$ cat src/hw/rtl/esc_pkg.sv
// ============================================================================
// esc_pkg
// Shared types for the elevator scan controller: car modes, step operations
// and the command and status groups between the controller and the datapath.
// ============================================================================
`default_nettype none

package esc_pkg;

    localparam int FLOOR_W = 8;

    typedef logic [FLOOR_W-1:0] floor_t;

    typedef enum logic [1:0] {
        MODE_IDLE = 2'd0,
        MODE_UP   = 2'd1,
        MODE_DOWN = 2'd2
    } mode_t;

    // Work selected for one item when it is accepted
    typedef enum logic [2:0] {
        OP_REQUEST = 3'd0,
        OP_IDLE    = 3'd1,
        OP_UP      = 3'd2,
        OP_DOWN    = 3'd3,
        OP_NONE    = 3'd4
    } op_t;

    typedef enum logic [2:0] {
        ST_WAIT   = 3'd0,
        ST_STEP   = 3'd1,
        ST_SCAN   = 3'd2,
        ST_FINISH = 3'd3,
        ST_LOAD   = 3'd4
    } state_t;

    typedef struct packed {
        logic capture;   // latch the accepted item
        logic step;      // move the car, seed the accumulators
        logic scan;      // process the head slot and rotate the ring
        logic finish;    // commit targets and mode
        logic load_out;  // copy the result into the output register
    } cmd_t;

endpackage

`default_nettype wire

$ cat src/hw/rtl/esc_slot_ring.sv
// ============================================================================
// esc_slot_ring
// Rider slot storage arranged as a rotating ring; the datapath sees and
// rewrites only the head slot, one slot per cycle while shift is high.
// ============================================================================
`default_nettype none

module esc_slot_ring #(
    parameter int RIDER_SLOTS = 8
) (
    input  wire logic            clk,
    input  wire logic            rst_n,
    input  wire logic            shift,
    input  wire esc_pkg::floor_t new_entry,
    input  wire esc_pkg::floor_t new_exit,
    input  wire logic            new_inside,
    output esc_pkg::floor_t      head_entry,
    output esc_pkg::floor_t      head_exit,
    output logic                 head_inside
);

    esc_pkg::floor_t entry_reg  [RIDER_SLOTS];
    esc_pkg::floor_t exit_reg   [RIDER_SLOTS];
    logic            inside_reg [RIDER_SLOTS];

    genvar i;
    generate
        for (i = 0; i < RIDER_SLOTS; i++) begin : g_slot
            // Advance each slot toward the head; the rewritten head enters at the tail
            always_ff @(posedge clk or negedge rst_n)
            begin
                if (!rst_n)
                begin
                    entry_reg[i]  <= '0;
                    exit_reg[i]   <= '0;
                    inside_reg[i] <= 1'b0;
                end
                else if (shift)
                begin
                    if (i == RIDER_SLOTS - 1)
                    begin
                        entry_reg[i]  <= new_entry;
                        exit_reg[i]   <= new_exit;
                        inside_reg[i] <= new_inside;
                    end
                    else
                    begin
                        entry_reg[i]  <= entry_reg[(i + 1) % RIDER_SLOTS];
                        exit_reg[i]   <= exit_reg[(i + 1) % RIDER_SLOTS];
                        inside_reg[i] <= inside_reg[(i + 1) % RIDER_SLOTS];
                    end
                end
            end
        end
    endgenerate

    assign head_entry  = entry_reg[0];
    assign head_exit   = exit_reg[0];
    assign head_inside = inside_reg[0];

endmodule

`default_nettype wire

$ cat src/hw/rtl/esc_datapath.sv
// ============================================================================
// esc_datapath
// Car state, target accumulators, per-slot update logic and output register.
// ============================================================================
`default_nettype none

module esc_datapath #(
    parameter int RIDER_SLOTS = 8
) (
    input  wire logic            clk,
    input  wire logic            rst_n,
    input  wire esc_pkg::cmd_t   cmd,
    input  wire logic            action,
    input  wire esc_pkg::floor_t request_entry_floor,
    input  wire esc_pkg::floor_t request_exit_floor,
    output esc_pkg::floor_t      car_floor,
    output logic [1:0]           car_mode,
    output esc_pkg::floor_t      upper_target,
    output esc_pkg::floor_t      lower_target,
    output logic                 request_rejected
);

    esc_pkg::floor_t floor_reg, floor_next;
    esc_pkg::floor_t max_reg, max_next;
    esc_pkg::floor_t min_reg, min_next;
    esc_pkg::mode_t  mode_reg, mode_next;
    esc_pkg::op_t    op_reg, op_next;
    esc_pkg::floor_t req_entry_reg, req_entry_next;
    esc_pkg::floor_t req_exit_reg, req_exit_next;
    esc_pkg::floor_t acc_max_reg, acc_max_next;
    esc_pkg::floor_t acc_min_reg, acc_min_next;
    logic            found_reg, found_next;
    logic            rejected_reg, rejected_next;

    esc_pkg::floor_t out_floor_reg, out_max_reg, out_min_reg;
    logic [1:0]      out_mode_reg;
    logic            out_rej_reg;

    esc_pkg::floor_t head_entry, head_exit;
    logic            head_inside;
    esc_pkg::floor_t new_entry, new_exit;
    logic            new_inside;

    esc_slot_ring #(
        .RIDER_SLOTS(RIDER_SLOTS)
    ) u_ring (
        .clk        (clk),
        .rst_n      (rst_n),
        .shift      (cmd.scan),
        .new_entry  (new_entry),
        .new_exit   (new_exit),
        .new_inside (new_inside),
        .head_entry (head_entry),
        .head_exit  (head_exit),
        .head_inside(head_inside)
    );

    always_comb
    begin
        esc_pkg::floor_t e1;
        esc_pkg::floor_t x1;
        logic            in1;
        logic            in2;
        esc_pkg::floor_t amax;
        esc_pkg::floor_t amin;
        esc_pkg::floor_t peak;
        esc_pkg::floor_t low;

        floor_next     = floor_reg;
        max_next       = max_reg;
        min_next       = min_reg;
        mode_next      = mode_reg;
        op_next        = op_reg;
        req_entry_next = req_entry_reg;
        req_exit_next  = req_exit_reg;
        acc_max_next   = acc_max_reg;
        acc_min_next   = acc_min_reg;
        found_next     = found_reg;
        rejected_next  = rejected_reg;
        new_entry      = head_entry;
        new_exit       = head_exit;
        new_inside     = head_inside;
        e1             = head_entry;
        x1             = head_exit;
        in1            = head_inside;
        in2            = head_inside;
        amax           = acc_max_reg;
        amin           = acc_min_reg;
        peak           = max_reg;
        low            = min_reg;

        // Latch the item and decide which step it runs
        if (cmd.capture)
        begin
            req_entry_next = request_entry_floor;
            req_exit_next  = request_exit_floor;
            if (action)
                op_next = esc_pkg::OP_REQUEST;
            else
            begin
                unique case (mode_reg)
                    esc_pkg::MODE_IDLE: op_next = esc_pkg::OP_IDLE;
                    esc_pkg::MODE_UP:   op_next = esc_pkg::OP_UP;
                    esc_pkg::MODE_DOWN: op_next = esc_pkg::OP_DOWN;
                    default:            op_next = esc_pkg::OP_NONE;
                endcase
            end
        end

        // Move the car by at most one floor and seed the accumulators
        if (cmd.step)
        begin
            found_next = 1'b0;
            if (op_reg == esc_pkg::OP_UP && floor_reg < max_reg)
                floor_next = floor_reg + 8'd1;
            else if (op_reg == esc_pkg::OP_DOWN && floor_reg > min_reg)
                floor_next = floor_reg - 8'd1;
            acc_max_next = (op_reg == esc_pkg::OP_IDLE) ? floor_next : '0;
            acc_min_next = floor_next;
        end

        // Head slot: store, board, drop off and track extremes
        if (cmd.scan)
        begin
            unique case (op_reg)
                esc_pkg::OP_REQUEST:
                begin
                    if (!found_reg && head_entry == '0 && head_exit == '0)
                    begin
                        new_entry  = req_entry_reg;
                        new_exit   = req_exit_reg;
                        found_next = 1'b1;
                    end
                end
                esc_pkg::OP_IDLE:
                begin
                    if (head_entry > amax)
                        amax = head_entry;
                    if (head_entry < amin && head_entry != '0)
                        amin = head_entry;
                    if (head_entry == floor_reg)
                    begin
                        e1  = '0;
                        in1 = 1'b1;
                    end
                    in2 = in1;
                    if (e1 == floor_reg)
                    begin
                        x1  = '0;
                        in2 = 1'b0;
                    end
                    new_entry    = e1;
                    new_exit     = x1;
                    new_inside   = in2;
                    acc_max_next = amax;
                    acc_min_next = amin;
                end
                esc_pkg::OP_UP, esc_pkg::OP_DOWN:
                begin
                    if (head_entry == floor_reg && !head_inside)
                    begin
                        e1  = '0;
                        in1 = 1'b1;
                    end
                    in2 = in1;
                    if (head_exit == floor_reg && in1)
                    begin
                        x1  = '0;
                        in2 = 1'b0;
                    end
                    if (e1 > amax && !in2)
                        amax = e1;
                    if (x1 > amax && in2)
                        amax = x1;
                    if (e1 < amin && !in2 && e1 != '0)
                        amin = e1;
                    if (x1 < amin && in2 && x1 != '0)
                        amin = x1;
                    new_entry    = e1;
                    new_exit     = x1;
                    new_inside   = in2;
                    acc_max_next = amax;
                    acc_min_next = amin;
                end
                default:
                begin
                end
            endcase
        end

        // Set the reject flag for a request; else commit targets, then start, reverse, continue or go idle
        if (cmd.finish)
        begin
            rejected_next = 1'b0;
            unique case (op_reg)
                esc_pkg::OP_REQUEST:
                    rejected_next = !found_reg;
                esc_pkg::OP_IDLE:
                begin
                    max_next = acc_max_reg;
                    min_next = acc_min_reg;
                    if (acc_max_reg != '0 && acc_max_reg > floor_reg)
                        mode_next = esc_pkg::MODE_UP;
                    else if (acc_min_reg != '0 && acc_min_reg < floor_reg)
                        mode_next = esc_pkg::MODE_DOWN;
                end
                esc_pkg::OP_UP:
                begin
                    peak     = (acc_max_reg > max_reg) ? acc_max_reg : max_reg;
                    max_next = acc_max_reg;
                    min_next = acc_min_reg;
                    if (floor_reg == peak)
                    begin
                        max_next  = floor_reg;
                        mode_next = (acc_min_reg < floor_reg) ? esc_pkg::MODE_DOWN
                                                              : esc_pkg::MODE_IDLE;
                    end
                end
                esc_pkg::OP_DOWN:
                begin
                    low      = (acc_min_reg < min_reg) ? acc_min_reg : min_reg;
                    max_next = acc_max_reg;
                    min_next = acc_min_reg;
                    if (floor_reg == low)
                    begin
                        min_next = floor_reg;
                        if (acc_max_reg > floor_reg)
                            mode_next = esc_pkg::MODE_UP;
                        else
                        begin
                            max_next  = floor_reg;
                            mode_next = esc_pkg::MODE_IDLE;
                        end
                    end
                end
                default:
                begin
                end
            endcase
        end
    end

    always_ff @(posedge clk or negedge rst_n)
    begin
        if (!rst_n)
        begin
            floor_reg <= 8'd1;
            max_reg   <= '0;
            min_reg   <= '0;
            mode_reg  <= esc_pkg::MODE_IDLE;
            op_reg    <= esc_pkg::OP_NONE;
        end
        else
        begin
            floor_reg <= floor_next;
            max_reg   <= max_next;
            min_reg   <= min_next;
            mode_reg  <= mode_next;
            op_reg    <= op_next;
        end
    end

    always_ff @(posedge clk)
    begin
        req_entry_reg <= req_entry_next;
        req_exit_reg  <= req_exit_next;
        acc_max_reg   <= acc_max_next;
        acc_min_reg   <= acc_min_next;
        found_reg     <= found_next;
        rejected_reg  <= rejected_next;
        if (cmd.load_out)
        begin
            out_floor_reg <= floor_reg;
            out_mode_reg  <= mode_reg;
            out_max_reg   <= max_reg;
            out_min_reg   <= min_reg;
            out_rej_reg   <= rejected_reg;
        end
    end

    assign car_floor        = out_floor_reg;
    assign car_mode         = out_mode_reg;
    assign upper_target     = out_max_reg;
    assign lower_target     = out_min_reg;
    assign request_rejected = out_rej_reg;

endmodule

`default_nettype wire

$ cat src/hw/rtl/esc_ctrl.sv
// ============================================================================
// esc_ctrl
// Sequencer for one item: accept, step, slot sweep, commit, result hand-off.
// ============================================================================
`default_nettype none

module esc_ctrl #(
    parameter int RIDER_SLOTS = 8
) (
    input  wire logic     clk,
    input  wire logic     rst_n,
    input  wire logic     in_valid,
    output logic          in_ready,
    output logic          out_valid,
    input  wire logic     out_ready,
    output esc_pkg::cmd_t cmd
);

    localparam int CW = (RIDER_SLOTS > 1) ? $clog2(RIDER_SLOTS) : 1;
    localparam logic [CW-1:0] LAST = CW'(RIDER_SLOTS - 1);
    localparam logic [CW-1:0] ONE  = CW'(1);

    esc_pkg::state_t state_reg, state_next;
    logic [CW-1:0]   cnt_reg, cnt_next;
    logic            out_valid_reg, out_valid_next;

    always_ff @(posedge clk or negedge rst_n)
    begin
        if (!rst_n)
        begin
            state_reg     <= esc_pkg::ST_WAIT;
            cnt_reg       <= '0;
            out_valid_reg <= 1'b0;
        end
        else
        begin
            state_reg     <= state_next;
            cnt_reg       <= cnt_next;
            out_valid_reg <= out_valid_next;
        end
    end

    always_comb
    begin
        state_next     = state_reg;
        cnt_next       = cnt_reg;
        out_valid_next = out_valid_reg;
        cmd            = '0;
        in_ready       = 1'b0;

        // Drop the result once taken
        if (out_valid_reg && out_ready)
            out_valid_next = 1'b0;

        unique case (state_reg)
            esc_pkg::ST_WAIT:
            begin
                in_ready = 1'b1;
                if (in_valid)
                begin
                    cmd.capture = 1'b1;
                    state_next  = esc_pkg::ST_STEP;
                end
            end
            esc_pkg::ST_STEP:
            begin
                cmd.step   = 1'b1;
                cnt_next   = '0;
                state_next = esc_pkg::ST_SCAN;
            end
            esc_pkg::ST_SCAN:
            begin
                cmd.scan = 1'b1;
                cnt_next = cnt_reg + ONE;
                if (cnt_reg == LAST)
                    state_next = esc_pkg::ST_FINISH;
            end
            esc_pkg::ST_FINISH:
            begin
                cmd.finish = 1'b1;
                state_next = esc_pkg::ST_LOAD;
            end
            esc_pkg::ST_LOAD:
            begin
                // Hold until the output register is free
                if (!out_valid_reg || out_ready)
                begin
                    cmd.load_out   = 1'b1;
                    out_valid_next = 1'b1;
                    state_next     = esc_pkg::ST_WAIT;
                end
            end
            default:
                state_next = esc_pkg::ST_WAIT;
        endcase
    end

    assign out_valid = out_valid_reg;

endmodule

`default_nettype wire

$ cat src/hw/rtl/elevator_scan_controller.sv
// A new item is taken only once the last one is in the output register; the
// slot sweep walks the rider ring one slot per cycle, and every item (request
// or tick) makes one lap.
// A finished result waits in the output register while the next item is taken.
// Reset: asynchronous, active low; car at floor 1, idle, targets zero, all
// rider slots cleared at once.
// ============================================================================
// elevator_scan_controller
// Single-car SCAN scheduler: a controller sequences each item while the
// datapath holds the car state and a rotating ring of rider slots.
// ============================================================================
`default_nettype none

module elevator_scan_controller #(
    parameter int RIDER_SLOTS = 8
) (
    input  wire logic       clk,
    input  wire logic       rst_n,
    input  wire logic       in_valid,
    output logic            in_ready,
    input  wire logic       action,
    input  wire logic [7:0] request_entry_floor,
    input  wire logic [7:0] request_exit_floor,
    output logic            out_valid,
    input  wire logic       out_ready,
    output logic [7:0]      car_floor,
    output logic [1:0]      car_mode,
    output logic [7:0]      upper_target,
    output logic [7:0]      lower_target,
    output logic            request_rejected
);

    // Commands from the sequencer to the datapath
    esc_pkg::cmd_t cmd;

    // Sequencer: accepts one item, steps the car, sweeps the ring once,
    // commits the new targets and mode, then hands the result off.
    esc_ctrl #(
        .RIDER_SLOTS(RIDER_SLOTS)
    ) u_ctrl (
        .clk      (clk),
        .rst_n    (rst_n),
        .in_valid (in_valid),
        .in_ready (in_ready),
        .out_valid(out_valid),
        .out_ready(out_ready),
        .cmd      (cmd)
    );

    // Datapath: car floor, mode and targets, rider slots and the result
    // register that drives the output payload.
    esc_datapath #(
        .RIDER_SLOTS(RIDER_SLOTS)
    ) u_datapath (
        .clk                (clk),
        .rst_n              (rst_n),
        .cmd                (cmd),
        .action             (action),
        .request_entry_floor(request_entry_floor),
        .request_exit_floor (request_exit_floor),
        .car_floor          (car_floor),
        .car_mode           (car_mode),
        .upper_target       (upper_target),
        .lower_target       (lower_target),
        .request_rejected   (request_rejected)
    );

endmodule

`default_nettype wire
$ cat config.mk
export PLATFORM = sky130hd
export DESIGN_NAME = elevator_scan_controller
export DESIGN_NICKNAME = d
export VERILOG_FILES = /design/src/hw/rtl/esc_pkg.sv /design/src/hw/rtl/esc_slot_ring.sv /design/src/hw/rtl/esc_datapath.sv /design/src/hw/rtl/esc_ctrl.sv /design/src/hw/rtl/elevator_scan_controller.sv
export SDC_FILE = /design/constraint.sdc
export NUM_CORES = 1
export LEC_CHECK = 0
export BUFFER_PORTS_ARGS = -buffer_cell sky130_fd_sc_hd__buf_2
export CAP_MARGIN = 20
export CORE_UTILIZATION = 50
export DETAILED_ROUTE_END_ITERATION = 8
export PLACE_DENSITY = 0.75
export REMOVE_ABC_BUFFERS = 1
export SETUP_SLACK_MARGIN = 0.05
export SLEW_MARGIN = 30
export SYNTH_ARGS = -nofsm -noshare
export SYNTH_HDL_FRONTEND = slang
export SYNTH_SLANG_ARGS = --single-unit
$ cat constraint.sdc
create_clock -name clk -period 5.3 [get_ports clk]
set_input_delay 0.265 -clock clk [delete_from_list [all_inputs] [get_ports clk]]
set_output_delay 0.265 -clock clk [all_outputs]
set_load 0.005 [all_outputs]
=== Word-level counts from Yosys, hierarchy flattened ===
Cells that the tools add are included.

* Add/sub/neg operators: 3
* $lt $le $gt $ge: 12
* Equal/unequal tests: 23
* Muxes and demuxes: 79
* Reductions and logical operators: 40

{| class="wikitable"
|+ Operators with widths
! kind !! count
|-
| $mux W8 || 35
|-
| $pmux W8 S3 || 3
|-
| $gt A8 B8 Y1 || 6
|-
| $lt A8 B8 Y1 || 6
|-
| $pmux W8 S2 || 3
|-
| $eq A8 B8 Y1 || 5
|-
| $reduce_bool A8 Y1 || 5
|-
| $mux W1 || 24
|-
| $logic_and A1 B1 Y1 || 16
|-
| $logic_not A8 Y1 || 2
|-
| $pmux W3 S5 || 1
|-
| $eq A3 B2 Y1 const B || 4
|-
| $mux W3 || 4
|-
| $mux W2 || 5
|-
| $ne A3 B3 Y1 const B || 3
|-
| $pmux W3 S3 || 1
|-
| $add A8 B1 Y8 const B || 1
|-
| $sub A8 B1 Y8 const B || 1
|-
| $eq A3 B1 Y1 const B || 2
|-
| $eq A3 B3 Y1 const B || 2
|-
| $logic_not A3 Y1 || 2
|-
| $ne A2 B2 Y1 const B || 3
|-
| $pmux W2 S3 || 1
|-
| $pmux W3 S2 || 1
|-
| other kinds (14) || 21
|}

* Register bits after elaboration: 233
* Input bits: 21
* Output and inout bits: 29

=== Depth between registers and ports, before layout ===
Gate-level depths: netlist of the first run.

* Depth after elaboration: 21
* Mapped depth: 24
* Gate-level depth less buffers: 21

=== By module ===
A second synthesis of the first run with hierarchy kept.

* Cell total of the unflattened synthesis: 1176
* Area total of the unflattened synthesis: 13325.3 um^2

{| class="wikitable"
|+ Modules (own cells, without submodules)
! module !! times used !! cells an instance !! area an instance (um^2) !! seq. area each (um^2)
|-
| esc_datapath || 1 || 836 || 7593.5 || 2549.9
|-
| esc_slot_ring || 1 || 303 || 5317.6 || 3403.3
|-
| esc_ctrl || 1 || 37 || 414.1 || 175.2
|}

=== Least setup slack after synthesis of the first run ===
OpenSTA, ideal clock, no wires.

* Kind: register to register
* From: register u_datapath.floor_reg[0]
* To: register u_datapath.acc_min_reg[2] (data pin)
* Data arrival time: 4785 ps
* Data required time: 5034 ps
* Setup slack: 249 ps
* Stages on the path, launching flop included: 21
* Period minus slack after synthesis: 5051 ps
* Cells stage by stage: dfstp_2 > buf_6 > nand2_1 > a2111oi_4 > nand3_1 > and2_1 > ha_1 > a21oi_1 > nor2b_1 > o21ai_0 > nand3b_1 > nor4_4 > mux2i_1 > ha_1 > a211oi_1 > o21ai_0 > a2111oi_2 > o21ai_1 > buf_2 > o211ai_1 > a22oi_1

* Cells in the longest elaborated chain, start to end: 21
* Elaborated cells on any way between the ends: 40
* Those cells by class: add/sub (2); order compare (4); eq/ne (2); mux (21); reduce/logical (11)

{| class="wikitable"
|+ RTL lines
! what !! line !! source
|-
| from (decl) || esc_datapath.sv:23 || <nowiki>esc_pkg::floor_t floor_reg, floor_next;</nowiki>
|-
| from (signal assigned) || esc_datapath.sv:255 || <nowiki>floor_reg <= floor_next;</nowiki>
|-
| branches (longest 20 deep; another with $lt A8 B8 Y1) || - ||
|-
| $mux W8 (*) || esc_datapath.sv:123 || <nowiki>if (cmd.scan)</nowiki>
|-
| named net u_datapath.acc_min_next[2] || esc_datapath.sv:31 || <nowiki>esc_pkg::floor_t acc_min_reg, acc_min_next;</nowiki>
|-
| to (signal assigned) || esc_datapath.sv:268 || <nowiki>acc_min_reg <= acc_min_next;</nowiki>
|-
| to (decl) || esc_datapath.sv:31 ||
|}

Mark *: on every way through the listed nets, which the timed path passes. The select of a mux whose other input is x is not followed.
A chain may end at the register's enable or synchronous reset.

=== Worst setup path after layout of the first run ===
* From: register u_datapath.u_ring.entry_reg, in the netlist u_datapath.u_ring.head_entry[0]
* To: register u_datapath.acc_min_reg[6] (data pin)

* Cells in the longest elaborated chain, start to end: 21
* Elaborated cells on any way between the ends: 30
* Those cells by class: order compare (2); eq/ne (1); mux (18); reduce/logical (9)

{| class="wikitable"
|+ RTL lines
! what !! line !! source
|-
| from (decl) || esc_slot_ring.sv:22 || <nowiki>esc_pkg::floor_t entry_reg [RIDER_SLOTS];</nowiki>
|-
| from (signal, indexed assignment) || esc_slot_ring.sv:42 || <nowiki>entry_reg[i] <= new_entry;</nowiki>
|-
| from (signal, indexed assignment) || esc_slot_ring.sv:48 || <nowiki>entry_reg[i] <= entry_reg[(i + 1) % RIDER_SLOTS];</nowiki>
|-
| branches (longest 18 deep; another with $lt A8 B8 Y1) || - ||
|-
| $mux W8 (*) || esc_datapath.sv:177 || <nowiki>if (x1 < amin && in2 && x1 != '0)</nowiki>
|-
| $pmux W8 S2 (*) || esc_datapath.sv:125 || <nowiki>unique case (op_reg)</nowiki>
|-
| $mux W8 (*) || esc_datapath.sv:123 ||
|-
| named net u_datapath.acc_min_next[6] || esc_datapath.sv:31 ||
|}

Marked as above.

==> flow_summary.toml, run 1 <==
[clocking]
clock_slew_at_the_register_clock_pins_of_the_worst_setup_and_hold_paths_ps = 60
cts_buffers = 26
h_tree_level_count = 1
clkLatencyLatePin_ps = 560
cts_tree = "done"
clk_root_buffer_cell = "sky130_fd_sc_hd__clkbuf_16"
cts_buffer_depth = 3
tritoncts_num_sinks = 233

[power]
power_after_layout_w = 0.0105
clock_power_share_pct = 17.4
ir_drop_uv = 346
power.share.combinational_pct = 53.0
power_report.internal_total_w = 0.00563
power_leakage_nw = 7.20
power-per-cell-area_nw_per_um2 = 701
power.sequential.fraction_pct = 29.6
switching_power_w = 0.00483
power.switching_fraction_pct = 46.2

[floorplan]
die-area_sq_um = 26800
start_util_pct = 51.5
die_w_um = 164
rows = 58
ports = 50
design.core.area_sq_um = 25400
die_y_um = 164

[sta]
least_margin_pin_slew_ps = 901
setup-tns-final_ps = 0
timing.final.crit_share_pct = 94.5
max-slew-margin-rel_pct = 39.5
unrepaired_setup_endpoints_after_global_routing = "false"
timing.final.hold_violations = 0
final-setup-viol-count = 0
layout_min_cycle_time_ps = 5010
worst_clock_skew_ps = 32.4
max_freq_mhz = 200
timing.final.max_slew_violations = 0

[detailed_routing]
postRouteWirelength_mm = 36.8
avgViaCountPerCell = 5.94
drt-initial-drc-count = 1152
detail-route-antenna-nets = 0
drt-pass1-iter-count = 6
detailroute.via_count = 11087
avgRoutedWirePerCell_um = 19.7
detail_route.drc_violations = 0

[global_route]
first_global_vias = 10744
antenna_violations_before_repair = 0
grt.total_usage_pct = 28.1
grt_remaining_overflow = 0
grt_pass1_wl_mm = 58.1
grt_start_max_net_pins = 100

[logic_synthesis]
ys_async_sr_fraction_pct = 73.8
dominantRegCellSynth = "sky130_fd_sc_hd__dfrtp_1"
synth.lib_cells_used.distinct = 81
netlist_instances = 1451
mappedNetlistArea_sq_um = 13100
postSynthAreaPerCell_sq_um = 9.01
synth.ff_latch_count = 233
synth_edf_count = 60
sequential_fraction_of_the_synthesis_area_pct = 46.9
synthesis.yosys.warnings = 0

[cells_and_area]
share_of_layout_cells_above_drive_strength_1_pct = 11.3
commonest_cells_after_routing_fill_and_taps_aside = "sky130_fd_sc_hd__nand2_1 (417), sky130_fd_sc_hd__dfrtp_1 (170), sky130_fd_sc_hd__a21oi_1 (106)"
final_net_count = 1629
final_common_cell = "sky130_fd_sc_hd__nand2_1"
fill_cells = 2218
area_delta_synth_final_pct = 14.1
antenna_cells_inserted = 0

[critical_path]
rr_worst_depth = 19
worstSetupPathType = "reg -> reg"
worst_r2r_startpoint = "u_datapath.u_ring.head_entry[0]$_DFFE_PN0P_"
regToRegSetupSlack_ps = 290
worst_setup_endpoint = "u_datapath.acc_min_reg[6]$_DFFE_PP_"
crit_start = "u_datapath.u_ring.head_entry[0]$_DFFE_PN0P_"
startpoint_kind_of_the_worst_setup_timing_path = "flip-flop"
critical_path.endpoint_type = "flip-flop"
timing.critical_path.required_ps = 5590
r2r_end = "u_datapath.acc_min_reg[6]$_DFFE_PP_"
critical_path_peak_fanout = 14
cp_data_arrival_time_ps = 5300

[place]
place.gp.congestion = 0.958
detailed_place_hpwl_mm = 25.1
buffer_ports.inserted = 49

[outcome]
outcome = "completed"

[flow_run]
drv_cap = 0

[min_path]
holdCritPathClass = "in -> reg"
[layer usage]
layer | up-vias | GRT usage [%] | part of all wire [%]
li1 | 5176 | - | -
met1 | 5332 | 37.8 | 43
met2 | 472 | 45.0 | 46
met3 | 107 | 3.74 | 7.6
met4 | 0 | 13.4 | 4.1
met5 | - | 0 | 0
[per-stage QoR]
stage	hold WS (ps)	cell area, sq um	cells	setup slack, ps	utilization (%)
6_report	27.7	14900	1867	291	58.7
5_1_grt	28.3	14900	1867	65.3	58.7
4_1_cts	19.3	14800	1864	121	58.4
3_5_place_dp	270	13800	1796	19.1	54.2
3_3_place_gp	271	13800	1796	83.2	54.2
2_1_floorplan	-30.6	12700	1371	-108	-
[worst min path at each step]
stage                   from                                         end  cells past startpoint  slack [ps]
floorplan              rst_n               u_ctrl.cnt_reg[0]$_DFFE_PN0P_                      0         -30
global placement       rst_n  u_datapath.u_ring.exit_reg[21]$_DFFE_PN0P_                      1         270
detailed placement     rst_n  u_datapath.u_ring.exit_reg[21]$_DFFE_PN0P_                      1         270
CTS                 in_valid             u_ctrl.state_reg[0]$_DFFE_PN0P_                      3          20
global route        in_valid             u_ctrl.state_reg[0]$_DFFE_PN0P_                      3          30
finish              in_valid             u_ctrl.state_reg[0]$_DFFE_PN0P_                      3          30
[power by group through the flow]
| stage | clock, W | sequential [W] | combinational (W) |
|---|---|---|---|
| 2_1_floorplan | 0 | 0.00302 | 0.00354 |
| 3_3_place_gp | 0 | 0.00309 | 0.00512 |
| 3_5_place_dp | 0 | 0.00310 | 0.00524 |
| 4_1_cts | 0.00185 | 0.00308 | 0.00531 |
| 5_1_grt | 0.00192 | 0.00317 | 0.00611 |
| 6_report | 0.00183 | 0.00309 | 0.00554 |
[what timing repair did]
action | CTS | global route
pin swaps | 0 | 2
resized for setup | 1 | 10
buffers inserted | 1 | 2
endpoints found under the hold margin | 78 | 0
setup endpoints to repair | 9 | 16
hold buffers | 19 | 0
[cell type report]
cell class | instances | area, sq um | area share [%]
tap | 330 | 413 | 2.77
multi-input combinational | 1084 | 6460 | 43.3
sequential | 233 | 6130 | 41.1
inverter | 54 | 203 | 1.36
timing repair buffer | 118 | 853 | 5.72
clock buffer | 32 | 693 | 4.65
clock inverter | 16 | 169 | 1.13
[worst max-delay path: stages (launching register included)]
cell                        delay (ps)
sky130_fd_sc_hd__dfrtp_1           400
sky130_fd_sc_hd__or2_4             260
sky130_fd_sc_hd__a2111oi_4         420
sky130_fd_sc_hd__nand3_2           160
sky130_fd_sc_hd__buf_4             170
sky130_fd_sc_hd__and2_2            240
sky130_fd_sc_hd__ha_1              310
sky130_fd_sc_hd__nor2b_1           130
sky130_fd_sc_hd__o21ai_0           170
sky130_fd_sc_hd__nand3b_1          140
sky130_fd_sc_hd__nor4_4            270
sky130_fd_sc_hd__buf_4             240
sky130_fd_sc_hd__mux2i_1           260
sky130_fd_sc_hd__ha_1              270
sky130_fd_sc_hd__o21ai_0           140
sky130_fd_sc_hd__o21ai_0           140
sky130_fd_sc_hd__a2111oi_4         460
sky130_fd_sc_hd__o21ai_4           200
sky130_fd_sc_hd__o211ai_1          230
sky130_fd_sc_hd__a21oi_1           110
[synth_stat cells, drive strengths merged, types with 3 or more instances]
cell type / count / area [sq um]
nor3: 18 / 90.1
clkinv: 3 / 11.3
a221oi: 4 / 35.0
o221ai: 3 / 26.3
a21oi: 108 / 544
o31a: 8 / 70.1
nor2: 77 / 289
nand4: 16 / 100
a22o: 4 / 35.0
dfrtp: 170 / 4250
nand3: 14 / 70.1
o21a: 9 / 68.8
nor2b: 9 / 56.3
a31oi: 10 / 62.6
clkbuf: 62 / 233
or4: 3 / 22.5
a211oi: 10 / 80.1
xnor2: 24 / 210
a2111oi: 7 / 92.6
and2: 15 / 93.8
o22ai: 10 / 62.6
a2bb2oi: 4 / 35.0
o31ai: 7 / 52.6
mux2: 3 / 33.8
nor4: 16 / 151
nand2b: 12 / 75.1
and4: 4 / 35.0
inv: 51 / 191
nand2: 418 / 1570
a22oi: 12 / 90.1
buf: 18 / 108
a21o: 17 / 128
or3: 4 / 25.0
mux2i: 19 / 190
ha: 91 / 1140
o211ai: 17 / 128
o21ai: 61 / 305
xor2: 17 / 149
or2: 4 / 27.5
edfxtp: 60 / 1800
[logic make-up after synthesis]
kind of cell | Yosys count | share of synthesized area, %
AO/OA/AOI/OAI | 307 | 15.0
XOR/XNOR | 41 | 2.75
adder cells (fa/ha/maj) | 92 | 8.79
buffers and inverters | 134 | 4.15
flip-flops | 233 | 46.9
multiplexers | 22 | 1.71
AND/OR/NAND/NOR | 622 | 20.7
No activity file was read; power rests on OpenSTA's default activity.
==> run 2, diff against run 1 <==
Settings changed: GPL_ROUTABILITY_DRIVEN from default to 0, HOLD_SLACK_MARGIN from default to 0.1.
==> run 2 against run 1 <==
Utilization shrank 0.40 points. Sequential power grew 1%. Clock-buffer cell count grew 4. Worst setup slack lost 99 ps. Global-route usage shrank 1.7 points. First-iteration DRC count grew 1.2%. Critical path type unchanged. Highest routed layer unchanged.
==> flow_summary.toml, run 2 (synthesis gave the netlist of run 1 again) <==
[floorplan]
ports = 50
die-area_sq_um = 26800
start_util_pct = 51.5
rows = 58
die_y_um = 164
design.core.area_sq_um = 25400
die_w_um = 164

[cells_and_area]
final_net_count = 1618
multi_input_area_sq_um = 6470
register_area_sq_um = 6130
area_delta_synth_final_pct = 13.4
share_of_layout_cells_above_drive_strength_1_pct = 10.1
fill_cells = 2185
commonest_cells_after_routing_fill_and_taps_aside = "sky130_fd_sc_hd__nand2_1 (417), sky130_fd_sc_hd__dfrtp_1 (169), sky130_fd_sc_hd__a21oi_1 (106)"
final_common_cell = "sky130_fd_sc_hd__nand2_1"
antenna_cells_inserted = 0
postLayoutCoreUtil_pct = 58.3

[place]
buffer_ports.inserted = 49
detailed_place_hpwl_mm = 23.3

[critical_path]
timing.critical_path.required_ps = 5670
r2r_end = "u_datapath.acc_max_reg[5]$_DFFE_PP_"
critical_path.top_delay_family = "compound AO/OA/AOI/OAI gates"
cp_cell_sequence = "or2_4 -> a2111oi_4 -> nand3_2 -> buf_4 -> buf_4 -> and2_1 -> ha_1 -> inv_1 -> o21ai_0 -> a41o_1 -> a31oi_1 -> nand4b_1 -> buf_6 -> mux2i_2 -> ha_1 -> a21o_1 -> a21oi_2 -> a22o_1 -> a311oi_2 -> buf_4 -> or3_1 -> o21ai_0"
critical_path.n_buffers_inverters = 5
regToRegSetupSlack_ps = 190
cp_data_arrival_time_ps = 5470
startpoint_kind_of_the_worst_setup_timing_path = "flip-flop"
worst_path_max_delay_cell = "sky130_fd_sc_hd__dfrtp_2"
crit_start = "u_datapath.u_ring.head_entry[0]$_DFFE_PN0P_"
worst_r2r_startpoint = "u_datapath.u_ring.head_entry[0]$_DFFE_PN0P_"
cp_max_stage_delay_ps = 450
rr_worst_depth = 22
crit_top_cell = "sky130_fd_sc_hd__buf_4"
worstSetupPathType = "reg -> reg"
critical_path.endpoint_type = "flip-flop"
critical_path_peak_fanout = 11

[clocking]
cts_tree = "done"
cts_buffer_depth = 3
tritoncts_num_sinks = 233
cts_buffers = 25
clkLatencyLatePin_ps = 550
clk_root_buffer_cell = "sky130_fd_sc_hd__clkbuf_16"
h_tree_level_count = 1
clock_slew_at_the_register_clock_pins_of_the_worst_setup_and_hold_paths_ps = 60

[global_route]
grt.total_usage_pct = 26.4
antenna_violations_before_repair = 0
grt_pass1_wl_mm = 55.8
first_global_vias = 10676
grt_remaining_overflow = 0
grt_start_max_net_pins = 99

[detailed_routing]
postRouteWirelength_mm = 34.8
avgRoutedWirePerCell_um = 18.8
detail-route-antenna-nets = 0
drt-initial-drc-count = 1166
detail_route.drc_violations = 0
avgViaCountPerCell = 5.99
detailroute.via_count = 11103
drt-pass1-iter-count = 8

[sta]
timing.final.max_slew_violations = 0
unrepaired_setup_endpoints_after_global_routing = "false"
timing.final.crit_share_pct = 96.4
worst_hold_slack_ps = 227
max_freq_mhz = 196
final-setup-viol-count = 0
worst_clock_skew_ps = 20.4
timing.final.hold_violations = 0
layout_min_cycle_time_ps = 5110
least_margin_pin_slew_ps = 878
max-slew-margin-rel_pct = 41.4

[power]
power_leakage_nw = 7.12
ir_drop_uv = 364
power-per-cell-area_nw_per_um2 = 693

[flow_run]
drv_cap = 0

[outcome]
outcome = "completed"

[min_path]
holdCritPathClass = "in -> async"
==> run 2: cell types whose count changed in the layout (fill, tap and decap cells not counted), sizes merged <==
cell	previous run	this run
dlygate4sd3	19	21
clkinv	13	7
bufinv	2	3
clkbuf	32	36
buf	99	87
clkinvlp	2	1
==> run 2: timing repair <==
action / 4_1_cts / 5_1_grt
gates resized for setup: 1 / 13
hold buffers: 21 / 0
pin swaps: 0 / 2
hold endpoints to repair: 76 / 0
endpoints found under the setup margin: 1 / 16
setup buffers: 0 / 2
==> run 2: worst max-delay path by stage <==
stage / end / cells past startpoint
3_3_place_gp: u_datapath.acc_min_reg[3]$_DFFE_PP_ / 19
5_1_grt: u_datapath.acc_min_reg[3]$_DFFE_PP_ / 18
6_report: u_datapath.acc_max_reg[5]$_DFFE_PP_ / 22
3_5_place_dp: u_datapath.acc_min_reg[3]$_DFFE_PP_ / 19
2_1_floorplan: u_datapath.acc_max_reg[4]$_DFFE_PP_ / 20
4_1_cts: u_datapath.acc_max_reg[5]$_DFFE_PP_ / 21
==> run 2: cell type report <==
type | instances | area share, %
well taps | 330 | 2.79
flip-flops and latches | 233 | 41.4
repair buffers | 108 | 5.20
clock buffers | 36 | 4.70
inverters | 54 | 1.37
clock inverters | 10 | 0.946
multi-input cells | 1084 | 43.6
==> run 2: worst register-to-register path, cell delays in order (launching register included) <==
cell,delay (ps)
sky130_fd_sc_hd__dfrtp_2,450
sky130_fd_sc_hd__or2_4,270
sky130_fd_sc_hd__a2111oi_4,390
sky130_fd_sc_hd__nand3_2,160
sky130_fd_sc_hd__buf_4,170
sky130_fd_sc_hd__buf_4,120
sky130_fd_sc_hd__and2_1,260
sky130_fd_sc_hd__ha_1,330
sky130_fd_sc_hd__inv_1,80
sky130_fd_sc_hd__o21ai_0,90
sky130_fd_sc_hd__a41o_1,200
sky130_fd_sc_hd__a31oi_1,130
sky130_fd_sc_hd__nand4b_1,220
sky130_fd_sc_hd__buf_6,180
sky130_fd_sc_hd__mux2i_2,270
sky130_fd_sc_hd__ha_1,300
sky130_fd_sc_hd__a21o_1,180
sky130_fd_sc_hd__a21oi_2,180
sky130_fd_sc_hd__a22o_1,170
sky130_fd_sc_hd__a311oi_2,50
sky130_fd_sc_hd__buf_4,210
sky130_fd_sc_hd__or3_1,340
sky130_fd_sc_hd__o21ai_0,180
==> run 2: report_power, final <==
part,switching [W],internal [W]
clock network,0.000732,0.00106
registers,0.000588,0.00254
logic,0.00336,0.00199
==> run 2: routing by layer <==
metal / part of all wire (%) / track usage (%)
met1: 41 / 35.9
met2: 45 / 41.1
met3: 9.7 / 4.90
met4: 4.0 / 12.1
met5: 0 / 0
==> run 2: metrics by stage <==
| step | TNS (ps) | area (sq um) | setup WS, ps | power, W | std cells |
|---|---|---|---|---|---|
| 6_report | 0 | 14800 | 192 | 0.0103 | 1855 |
| 5_1_grt | 0 | 14800 | 53.3 | 0.0110 | 1855 |
| 4_1_cts | 0 | 14700 | 157 | 0.00997 | 1852 |
| 3_5_place_dp | 0 | 13700 | 109 | 0.00811 | 1785 |
| 3_3_place_gp | 0 | 13700 | 295 | 0.00792 | 1785 |
| 2_1_floorplan | -449 | 12700 | -108 | 0.00656 | 1371 |
